File: src/dss_pkg.sv
// shared constants, codes and types for the two-stacks-in-one-store block
// no dependencies
package dss_pkg;

    localparam int DEPTH  = 16;
    localparam int DATA_W = 32;
    localparam int ADDR_W = $clog2(DEPTH);
    localparam int CNT_W  = 5;

    localparam logic [1:0] CMD_PUSH = 2'd0;
    localparam logic [1:0] CMD_POP  = 2'd1;
    localparam logic [1:0] CMD_PEEK = 2'd2;

    localparam logic [1:0] ST_OK    = 2'd0;
    localparam logic [1:0] ST_EMPTY = 2'd1;
    localparam logic [1:0] ST_FULL  = 2'd2;

    localparam logic SIDE_LEFT = 1'b0;

    typedef struct packed {
        logic              we;
        logic [ADDR_W-1:0] waddr;
        logic [DATA_W-1:0] wdata;
        logic              re;
        logic [ADDR_W-1:0] raddr;
    } t_mem_req;

    typedef struct packed {
        logic             valid;
        logic             use_rd;
        logic [1:0]       status;
        logic [CNT_W-1:0] left;
        logic [CNT_W-1:0] right;
    } t_pend;

endpackage

File: src/dss_ram.sv
// single-port-write, single-port-read synchronous store, registered read data
// no dependencies
module dss_ram #(
    parameter int DEPTH  = 16,
    parameter int DATA_W = 32,
    parameter int ADDR_W = $clog2(DEPTH)
) (
    input  logic              i_clk,
    input  logic              i_we,
    input  logic [ADDR_W-1:0] i_waddr,
    input  logic [DATA_W-1:0] i_wdata,
    input  logic              i_re,
    input  logic [ADDR_W-1:0] i_raddr,
    output logic [DATA_W-1:0] o_rdata
);

    logic [DATA_W-1:0] r_mem [DEPTH];

    always_ff @(posedge i_clk) begin
        if (i_we) begin
            r_mem[i_waddr] <= i_wdata;
        end
    end

    always_ff @(posedge i_clk) begin
        if (i_re) begin
            o_rdata <= r_mem[i_raddr];
        end
    end

endmodule

File: src/dss_ctrl.sv
// stack pointers, capacity register and request decode
// depends on dss_pkg
module dss_ctrl (
    input  logic                             i_clk,
    input  logic                             i_rst_n,
    input  logic                             i_cfg_valid,
    input  logic [dss_pkg::CNT_W-1:0]        i_cfg_data,
    input  logic                             i_acc,
    input  logic [1:0]                       i_cmd,
    input  logic                             i_side,
    input  logic signed [dss_pkg::DATA_W-1:0] i_push_value,
    output dss_pkg::t_mem_req                o_mem,
    output dss_pkg::t_pend                   o_pend
);
    import dss_pkg::*;

    logic [CNT_W-1:0] r_cap;
    logic [CNT_W-1:0] r_left;
    logic [CNT_W-1:0] r_right;
    logic [CNT_W-1:0] n_left;
    logic [CNT_W-1:0] n_right;
    logic [CNT_W-1:0] cap_eff;
    logic [CNT_W:0]   used;
    logic [CNT_W-1:0] idx;
    t_pend            r_pend;
    t_pend            n_pend;

    assign cap_eff = (r_cap == '0) ? CNT_W'(1) :
                     (r_cap > CNT_W'(DEPTH)) ? CNT_W'(DEPTH) : r_cap;
    assign used    = {1'b0, r_left} + {1'b0, r_right};

    always_comb begin
        n_left        = r_left;
        n_right       = r_right;
        idx           = '0;
        o_mem         = '0;
        o_mem.wdata   = i_push_value;
        n_pend.valid  = i_acc;
        n_pend.use_rd = 1'b0;
        n_pend.status = ST_OK;
        case (i_cmd) inside
            CMD_PUSH: begin
                if (used >= {1'b0, cap_eff}) begin
                    n_pend.status = ST_FULL;
                end else if (i_side == SIDE_LEFT) begin
                    idx      = r_left;
                    o_mem.we = i_acc;
                    n_left   = r_left + CNT_W'(1);
                end else begin
                    idx      = cap_eff - CNT_W'(1) - r_right;
                    o_mem.we = i_acc;
                    n_right  = r_right + CNT_W'(1);
                end
            end
            CMD_POP, CMD_PEEK: begin
                if ((i_side == SIDE_LEFT ? r_left : r_right) == '0) begin
                    n_pend.status = ST_EMPTY;
                end else begin
                    n_pend.use_rd = 1'b1;
                    o_mem.re      = i_acc;
                    if (i_side == SIDE_LEFT) begin
                        idx = r_left - CNT_W'(1);
                        if (i_cmd == CMD_POP) begin
                            n_left = r_left - CNT_W'(1);
                        end
                    end else begin
                        idx = cap_eff - r_right;
                        if (i_cmd == CMD_POP) begin
                            n_right = r_right - CNT_W'(1);
                        end
                    end
                end
            end
            default: begin
            end
        endcase
        o_mem.waddr  = idx[ADDR_W-1:0];
        o_mem.raddr  = idx[ADDR_W-1:0];
        n_pend.left  = n_left;
        n_pend.right = n_right;
    end

    always_ff @(posedge i_clk) begin
        if (!i_rst_n) begin
            r_cap        <= CNT_W'(DEPTH);
            r_left       <= '0;
            r_right      <= '0;
            r_pend.valid <= 1'b0;
        end else begin
            r_pend <= n_pend;
            if (i_cfg_valid) begin
                r_cap   <= i_cfg_data;
                r_left  <= '0;
                r_right <= '0;
            end else if (i_acc) begin
                r_left  <= n_left;
                r_right <= n_right;
            end
        end
    end

    assign o_pend = r_pend;

endmodule

File: src/dual_stack_shared_array.sv
// top level: two stacks sharing one store, request and result channels
// depends on dss_pkg, dss_ctrl, dss_ram
//
//  channel  | direction | handshake              | payload
//  request  | in        | i_in_valid / o_in_stall | i_cmd, i_side, i_push_value
//  result   | out       | o_out_valid / i_out_stall | o_top_value, o_status,
//           |           |                        | o_left_count, o_right_count
//  config   | in        | i_cfg_valid / o_cfg_ready | i_cfg_data (capacity)
//
// an accepted request registers its store read and pending entry, then the
// result register loads; no request is taken while one is pending
// reset clears both stack depths and sets capacity to 16; store contents are
// not cleared, so no sweep follows reset
// the result register holds while i_out_stall is high; requests stall meanwhile
module dual_stack_shared_array (
    input  logic                              i_clk,
    input  logic                              i_rst_n,
    input  logic                              i_in_valid,
    output logic                              o_in_stall,
    input  logic [1:0]                        i_cmd,
    input  logic                              i_side,
    input  logic signed [dss_pkg::DATA_W-1:0] i_push_value,
    output logic                              o_out_valid,
    input  logic                              i_out_stall,
    output logic signed [dss_pkg::DATA_W-1:0] o_top_value,
    output logic [1:0]                        o_status,
    output logic [dss_pkg::CNT_W-1:0]         o_left_count,
    output logic [dss_pkg::CNT_W-1:0]         o_right_count,
    input  logic                              i_cfg_valid,
    output logic                              o_cfg_ready,
    input  logic [dss_pkg::CNT_W-1:0]         i_cfg_data
);
    import dss_pkg::*;

    t_mem_req          mem_req;
    t_pend             pend;
    logic [DATA_W-1:0] rd_data;
    logic              in_acc;
    logic              out_acc;
    logic              r_out_valid;

    assign o_in_stall  = pend.valid | (r_out_valid & i_out_stall);
    assign in_acc      = i_in_valid & ~o_in_stall;
    assign out_acc     = r_out_valid & ~i_out_stall;
    assign o_cfg_ready = 1'b1;

    dss_ctrl u_ctrl (
        .i_clk        (i_clk),
        .i_rst_n      (i_rst_n),
        .i_cfg_valid  (i_cfg_valid),
        .i_cfg_data   (i_cfg_data),
        .i_acc        (in_acc),
        .i_cmd        (i_cmd),
        .i_side       (i_side),
        .i_push_value (i_push_value),
        .o_mem        (mem_req),
        .o_pend       (pend)
    );

    dss_ram #(
        .DEPTH  (DEPTH),
        .DATA_W (DATA_W),
        .ADDR_W (ADDR_W)
    ) u_ram (
        .i_clk   (i_clk),
        .i_we    (mem_req.we),
        .i_waddr (mem_req.waddr),
        .i_wdata (mem_req.wdata),
        .i_re    (mem_req.re),
        .i_raddr (mem_req.raddr),
        .o_rdata (rd_data)
    );

    always_ff @(posedge i_clk) begin
        if (!i_rst_n) begin
            r_out_valid <= 1'b0;
        end else if (pend.valid) begin
            r_out_valid   <= 1'b1;
            o_top_value   <= pend.use_rd ? rd_data : '0;
            o_status      <= pend.status;
            o_left_count  <= pend.left;
            o_right_count <= pend.right;
        end else if (out_acc) begin
            r_out_valid <= 1'b0;
        end
    end

    assign o_out_valid = r_out_valid;

    a_acc_pend: assert property (@(posedge i_clk) disable iff (!i_rst_n)
        in_acc |=> pend.valid)
        else $error("accepted transaction not pending");

    a_pend_out: assert property (@(posedge i_clk) disable iff (!i_rst_n)
        pend.valid |=> r_out_valid)
        else $error("pending transaction did not reach result register");

    a_pend_stall: assert property (@(posedge i_clk) disable iff (!i_rst_n)
        pend.valid |-> o_in_stall)
        else $error("request taken while read in flight");

    a_count_sum: assert property (@(posedge i_clk) disable iff (!i_rst_n)
        r_out_valid |-> ({1'b0, o_left_count} + {1'b0, o_right_count}
                         <= (CNT_W+1)'(DEPTH)))
        else $error("stack depths exceed store");

endmodule

File: config.mk
export PLATFORM = sky130hd
export DESIGN_NAME = dual_stack_shared_array
export DESIGN_NICKNAME = d
export VERILOG_FILES = /design/src/dss_pkg.sv /design/src/dss_ram.sv /design/src/dss_ctrl.sv /design/src/dual_stack_shared_array.sv
export SDC_FILE = /design/constraint.sdc
export NUM_CORES = 1
export LEC_CHECK = 0
export ABC_AREA = 1
export BUFFER_PORTS_ARGS = -buffer_cell sky130_fd_sc_hd__buf_4
export CORE_MARGIN = 8
export CORE_UTILIZATION = 55
export DETAILED_ROUTE_END_ITERATION = 16
export HOLD_SLACK_MARGIN = 0.08
export PLACE_DENSITY = 0.7
export SLEW_MARGIN = 10
export SYNTH_ARGS = -nofsm -noshare
export SYNTH_HDL_FRONTEND = slang
export SYNTH_SLANG_ARGS = --single-unit
File: constraint.sdc
create_clock -name i_clk -period 6.2 [get_ports i_clk]
set_input_delay 0.31 -clock i_clk [delete_from_list [all_inputs] [get_ports i_clk]]
set_output_delay 0.31 -clock i_clk [all_outputs]
set_load 0.01 [all_outputs]
==> results by stage <==
Outcome:
- The flow ran to the end, and the final reports show no timing, DRC or antenna violations.

Power:
- The total leakage power is approximately 13 nW.
- The share of total power dissipated in the clock network is 0.371.
- The ratio of total power to cell area is 310.1 nW/um2.
- The part of the power in registers is 0.497.
- The net switching fraction of the power is 0.2605.
- The switching component of the power is 2.455 mW.
- IR analysis of the VDD net gives a maximum drop of 0.2208 mV.
- Of the total power, combinational logic draws 0.132.
- The cell internal power dissipation is between 6 and 7 mW.

Clock tree:
- Counting every sink on the clock net gives a little over 600.
- The clock-pin slew on the worst setup and hold paths is around 60 ps.
- The latest clock arrival within the worst-skew pair is just over 600 ps.
- TritonCTS built the clock tree.
- The H-tree was split into 2 levels.
- The clock passes through at most 3 buffers.
- The number of buffers inserted by hold repair at cts is 45.
- The number of setup buffers added after CTS is 0.
- The number of CTS-inserted buffers is 61.
- In this run, post-CTS repair resized a total of 0 instances.
- The master cell of the clock root buffer is sky130_fd_sc_hd__clkbuf_16.

Route:
- The number of optimization iterations in the first detailed-route pass is 6.
- The detailed router used layers up to and including met4.
- In this run, the number of DRC markers left after iteration 0 of detailed routing was 2105.
- Wires add up to around 65 mm.
- For this run, design rule violations remaining after detail routing come to 0.
- In the detailed route, the total length drawn on met3 is 4.833 mm.
- The remaining antenna violation count is 0.
- The detailed-route wire length on metal 1 is 27.87 mm.
- The routed via count divided by cell count is 5.468.
- The routed length on met2 is around 31 mm.
- Across all layers, the routed design uses 18420 vias.
- Dividing the detail-routed wire length by the instance count gives about 19 um.

STA:
- The fmax is 195.8 MHz.
- The largest clock skew in the final design is 17.23 ps.
- The transition time at the pin with the least slew margin is between 1000 and 1500 ps.
- Setup repair after global routing left no endpoint under its margin.
- The final setup TNS is 0 ps.
- The number of setup violations in the final report is 0.
- The final critical-path setup slack is between 1000 and 1500 ps.
- The part of the cycle the worst path needs is 0.8237.
- The smallest clock period supported by the final layout is computed as 5107 ps.
- The number of max-slew violations in the final report came to 0.
- In this run the tightest slew margin relative to its limit is 0.2287.
- The number of endpoints with negative hold slack in the final report is 0.
- Hold timing on the final database bottoms out at a slack of 159.9 ps.

Hold path:
- In this run the worst hold path is classified as input port to register.

GRT:
- The number of antenna violations at the first check in global routing is 0.
- The combined global-route utilization of all metal layers is 0.2310.
- The via count of the first global-routing pass is 17770.
- Summed over all layers, the global routing overflow is 0.
- The global-route wire length before repair is 102.2 mm.
- The maximum number of pins on one net before global-route repair is 226.

Synth:
- The most frequent cell after synthesis is sky130_fd_sc_hd__nand2_1.
- Among all flip-flop cells after synthesis, the most frequent one is sky130_fd_sc_hd__edfxtp_1.
- The cell type with the largest total area after synthesis is sky130_fd_sc_hd__edfxtp_1.
- The net count after synthesis is 2672.
- In this run, distinct cell masters in the synthesized netlist total 38.
- The mean post-synth cell area is about 10 um2.
- The combined area of all synthesized cells is ~27000 um2.
- The count of yosys warnings during synthesis is 0.
- Counting flops with a built-in enable in the synthesized netlist gives 601.
- The count of mapped cells out of synthesis is between 2000 and 3000.
- After synthesis, the most frequently instantiated cells are sky130_fd_sc_hd__nand2_1 (1236), sky130_fd_sc_hd__edfxtp_1 (601), sky130_fd_sc_hd__nand3_1 (281).
- After synthesis, the cell types taking the most area are sky130_fd_sc_hd__edfxtp_1 (67%), sky130_fd_sc_hd__nand2_1 (17%), sky130_fd_sc_hd__nand3_1 (5.2%).
- The fraction of registers with async set/reset is 0.
- Of the synthesized area, sequential elements account for 0.6821.
- The area share of the largest cell type after synthesis is 0.6695.
- The number of storage elements in the synthesis netlist is 618.

Critical path:
- Counting both buffers and inverters, the worst setup path holds a total of 4.
- The cell type of the slowest stage on the worst timing path is sky130_fd_sc_hd__nor2_4.
- For this run, the slowest stage of the critical path takes 900 ps.
- The data required time at the worst endpoint is 6520 ps.
- The critical path goes through ha_1 > nand2_1 > nand2_1 > a31oi_1 > xor2_1 > inv_1 > ha_1 > nand2_1 > inv_1 > nand2_1 > nand2_1 > nand2_1 > nand2_2 > inv_2 > nand2_1 > nand2_4 > nand4_1 > nor2_4 > buf_4.
- The critical path is of the register to register type.
- The kind of end point of the critical path is a register.
- In this design, the critical path's most frequently occurring cell is sky130_fd_sc_hd__nand2_1.
- The critical path's top delay family is simple AND/OR/NAND/NOR gates.
- The worst path arrival time is 5430 ps.
- The biggest fanout along the worst timing path is 51.
- STA classifies the critical path startpoint as a register.
- The setup check on the worst reg-to-reg path leaves a slack of 1090 ps.

Place:
- The setup slack after placement is 1102 ps.
- The HPWL after detailed placement is 37.15 mm.
- The count of buffers from port buffering is 90.
- The placed instance area is between 20000 and 30000 um2.
- At the end of routability-driven placement, the weighted congestion stood at around 0.86.
- In this run, placement finished with an instance count of about 3200.

Final layout:
- The synthesis-to-layout area growth is 12.73%.
- The cell area after layout is ~30000 um2.
- The number of standard cells in the layout, taps in and fillers out is 3369.
- The post-layout net count is 2762.
- Fill cells in the final layout number 3830.
- The share of final-layout standard cells stronger than drive strength 1 is 0.09942.

Floorplan:
- The initial utilization of the core area, before any placement, comes to 0.5541.
- The total core area is 48650 um2.
- The total die area is roughly 56000 um2.
- From bottom edge to top edge, the die measures 237.4 um.
- The number of rows in the core area is 81.
- The die is 237.4 um wide.
- The I/O pin count is 92.

Run:
- Across the run, the number of max-cap violations was 0.
==> routing by layer <==
layer  vias up  track usage
met5         -            0
met4         0      0.06684
met1      8785       0.3204
met2       715       0.3767
met3       121      0.03671
li1       8801            -
==> per-stage QoR <==
step / util / total power, mW
2_1_floorplan: - / 5.619
3_3_place_gp: 0.5763 / 5.966
3_5_place_dp: 0.5763 / 5.982
4_1_cts: 0.6246 / 9.482
5_1_grt: 0.6246 / 9.794
6_report: 0.6246 / 9.424
==> layout make-up <==
cell class | instances | area (um2) | area share
Sequential cell | 618 | 18390 | 0.6051
Multi-Input combinational cell | 1693 | 7375 | 0.2427
Clock buffer | 77 | 1638 | 0.05390
Timing Repair Buffer | 163 | 1349 | 0.04439
Tap cell | 622 | 778.2 | 0.02561
Inverter | 157 | 596.8 | 0.01964
Clock inverter | 38 | 260.3 | 0.008565
Antenna cell | 1 | 2.502 | 0.00008235
==> worst register-to-register path: stages (launching register included) <==
cell,delay [ps]
sky130_fd_sc_hd__dfxtp_1,510
sky130_fd_sc_hd__ha_1,370
sky130_fd_sc_hd__nand2_1,90
sky130_fd_sc_hd__nand2_1,60
sky130_fd_sc_hd__a31oi_1,180
sky130_fd_sc_hd__xor2_1,170
sky130_fd_sc_hd__inv_1,50
sky130_fd_sc_hd__ha_1,280
sky130_fd_sc_hd__nand2_1,70
sky130_fd_sc_hd__inv_1,40
sky130_fd_sc_hd__nand2_1,60
sky130_fd_sc_hd__nand2_1,50
sky130_fd_sc_hd__nand2_1,140
sky130_fd_sc_hd__nand2_2,120
sky130_fd_sc_hd__inv_2,160
sky130_fd_sc_hd__nand2_1,120
sky130_fd_sc_hd__nand2_4,510
sky130_fd_sc_hd__nand4_1,590
sky130_fd_sc_hd__nor2_4,900
sky130_fd_sc_hd__buf_4,320
==> cell families (layout without fill, tap and decap cells) <==
family,count (synthesis),after routing,synth area share
fa+ha+maj,23,23,0.01151
buf+inv,293,435,0.05027
compound gates,69,69,0.01388
other cells,1,2,0.0001391
flops,618,618,0.6821
simple gates,1589,1589,0.2385
xor+xnor,11,11,0.003574
==> registers in the layout, summed over array words and instances, names as in the netlist <==
signal and cells:
u_ram.r_mem 512, o_top_value 32, u_ram.o_rdata 32, u_ctrl.o_pend 14, o_left_count 5, o_right_count 5
u_ctrl.r_cap 5, u_ctrl.r_left 5, u_ctrl.r_right 5, o_status 2, o_out_valid 1
==> worst paths after layout <==
| kind | endpoint | cells past startpoint | from |
|---|---|---|---|
| max | u_ram.r_mem[2][9]$_DFFE_PP_ | 19 | u_ctrl.r_left[2]$_SDFFE_PP0P_ |
| min | u_ctrl.o_pend[13]$_SDFF_PN0_ | 4 | i_in_valid |
| max reg2reg | u_ram.r_mem[2][9]$_DFFE_PP_ | 19 | u_ctrl.r_left[2]$_SDFFE_PP0P_ |
| min reg2reg | o_left_count[0]$_DFFE_PP_ | 0 | u_ctrl.o_pend[5]$_DFFE_PP_ |
==> power by group through the flow <==
stage / sequential (mW) / combinational, mW / clock [mW]
CTS: 4.69 / 1.24 / 3.56
floorplan: 4.78 / 0.843 / 0
global placement: 4.77 / 1.19 / 0
finish: 4.69 / 1.24 / 3.50
detailed placement: 4.78 / 1.21 / 0
global route: 4.69 / 1.39 / 3.72
==> cell usage in the layout (no fill, tap or decap), types with 3 or more instances in the layout <==
master | synthesis | final
sky130_fd_sc_hd__nand2_1 | 1236 | 1236
sky130_fd_sc_hd__edfxtp_1 | 601 | 601
sky130_fd_sc_hd__nand3_1 | 281 | 281
sky130_fd_sc_hd__inv_1 | 125 | 124
sky130_fd_sc_hd__buf_4 | 24 | 117
sky130_fd_sc_hd__clkbuf_16 | 0 | 62
sky130_fd_sc_hd__dlygate4sd3_1 | 0 | 45
sky130_fd_sc_hd__o21ai_0 | 35 | 35
sky130_fd_sc_hd__inv_2 | 29 | 29
sky130_fd_sc_hd__nor2_1 | 44 | 27
sky130_fd_sc_hd__a21oi_1 | 24 | 24
sky130_fd_sc_hd__ha_1 | 20 | 20
sky130_fd_sc_hd__nor2_4 | 2 | 19
sky130_fd_sc_hd__clkinv_1 | 1 | 18
sky130_fd_sc_hd__dfxtp_1 | 17 | 17
sky130_fd_sc_hd__clkbuf_1 | 15 | 12
sky130_fd_sc_hd__clkinv_2 | 0 | 11
sky130_fd_sc_hd__xnor2_1 | 6 | 6
sky130_fd_sc_hd__clkinvlp_4 | 0 | 6
sky130_fd_sc_hd__nand4_1 | 5 | 5
sky130_fd_sc_hd__nand2_4 | 4 | 5
sky130_fd_sc_hd__xor2_1 | 5 | 5
sky130_fd_sc_hd__nor3_1 | 4 | 4
sky130_fd_sc_hd__inv_4 | 2 | 3
sky130_fd_sc_hd__fa_1 | 3 | 3
sky130_fd_sc_hd__clkbuf_8 | 0 | 3
Power figures use the tool's default switching activity.
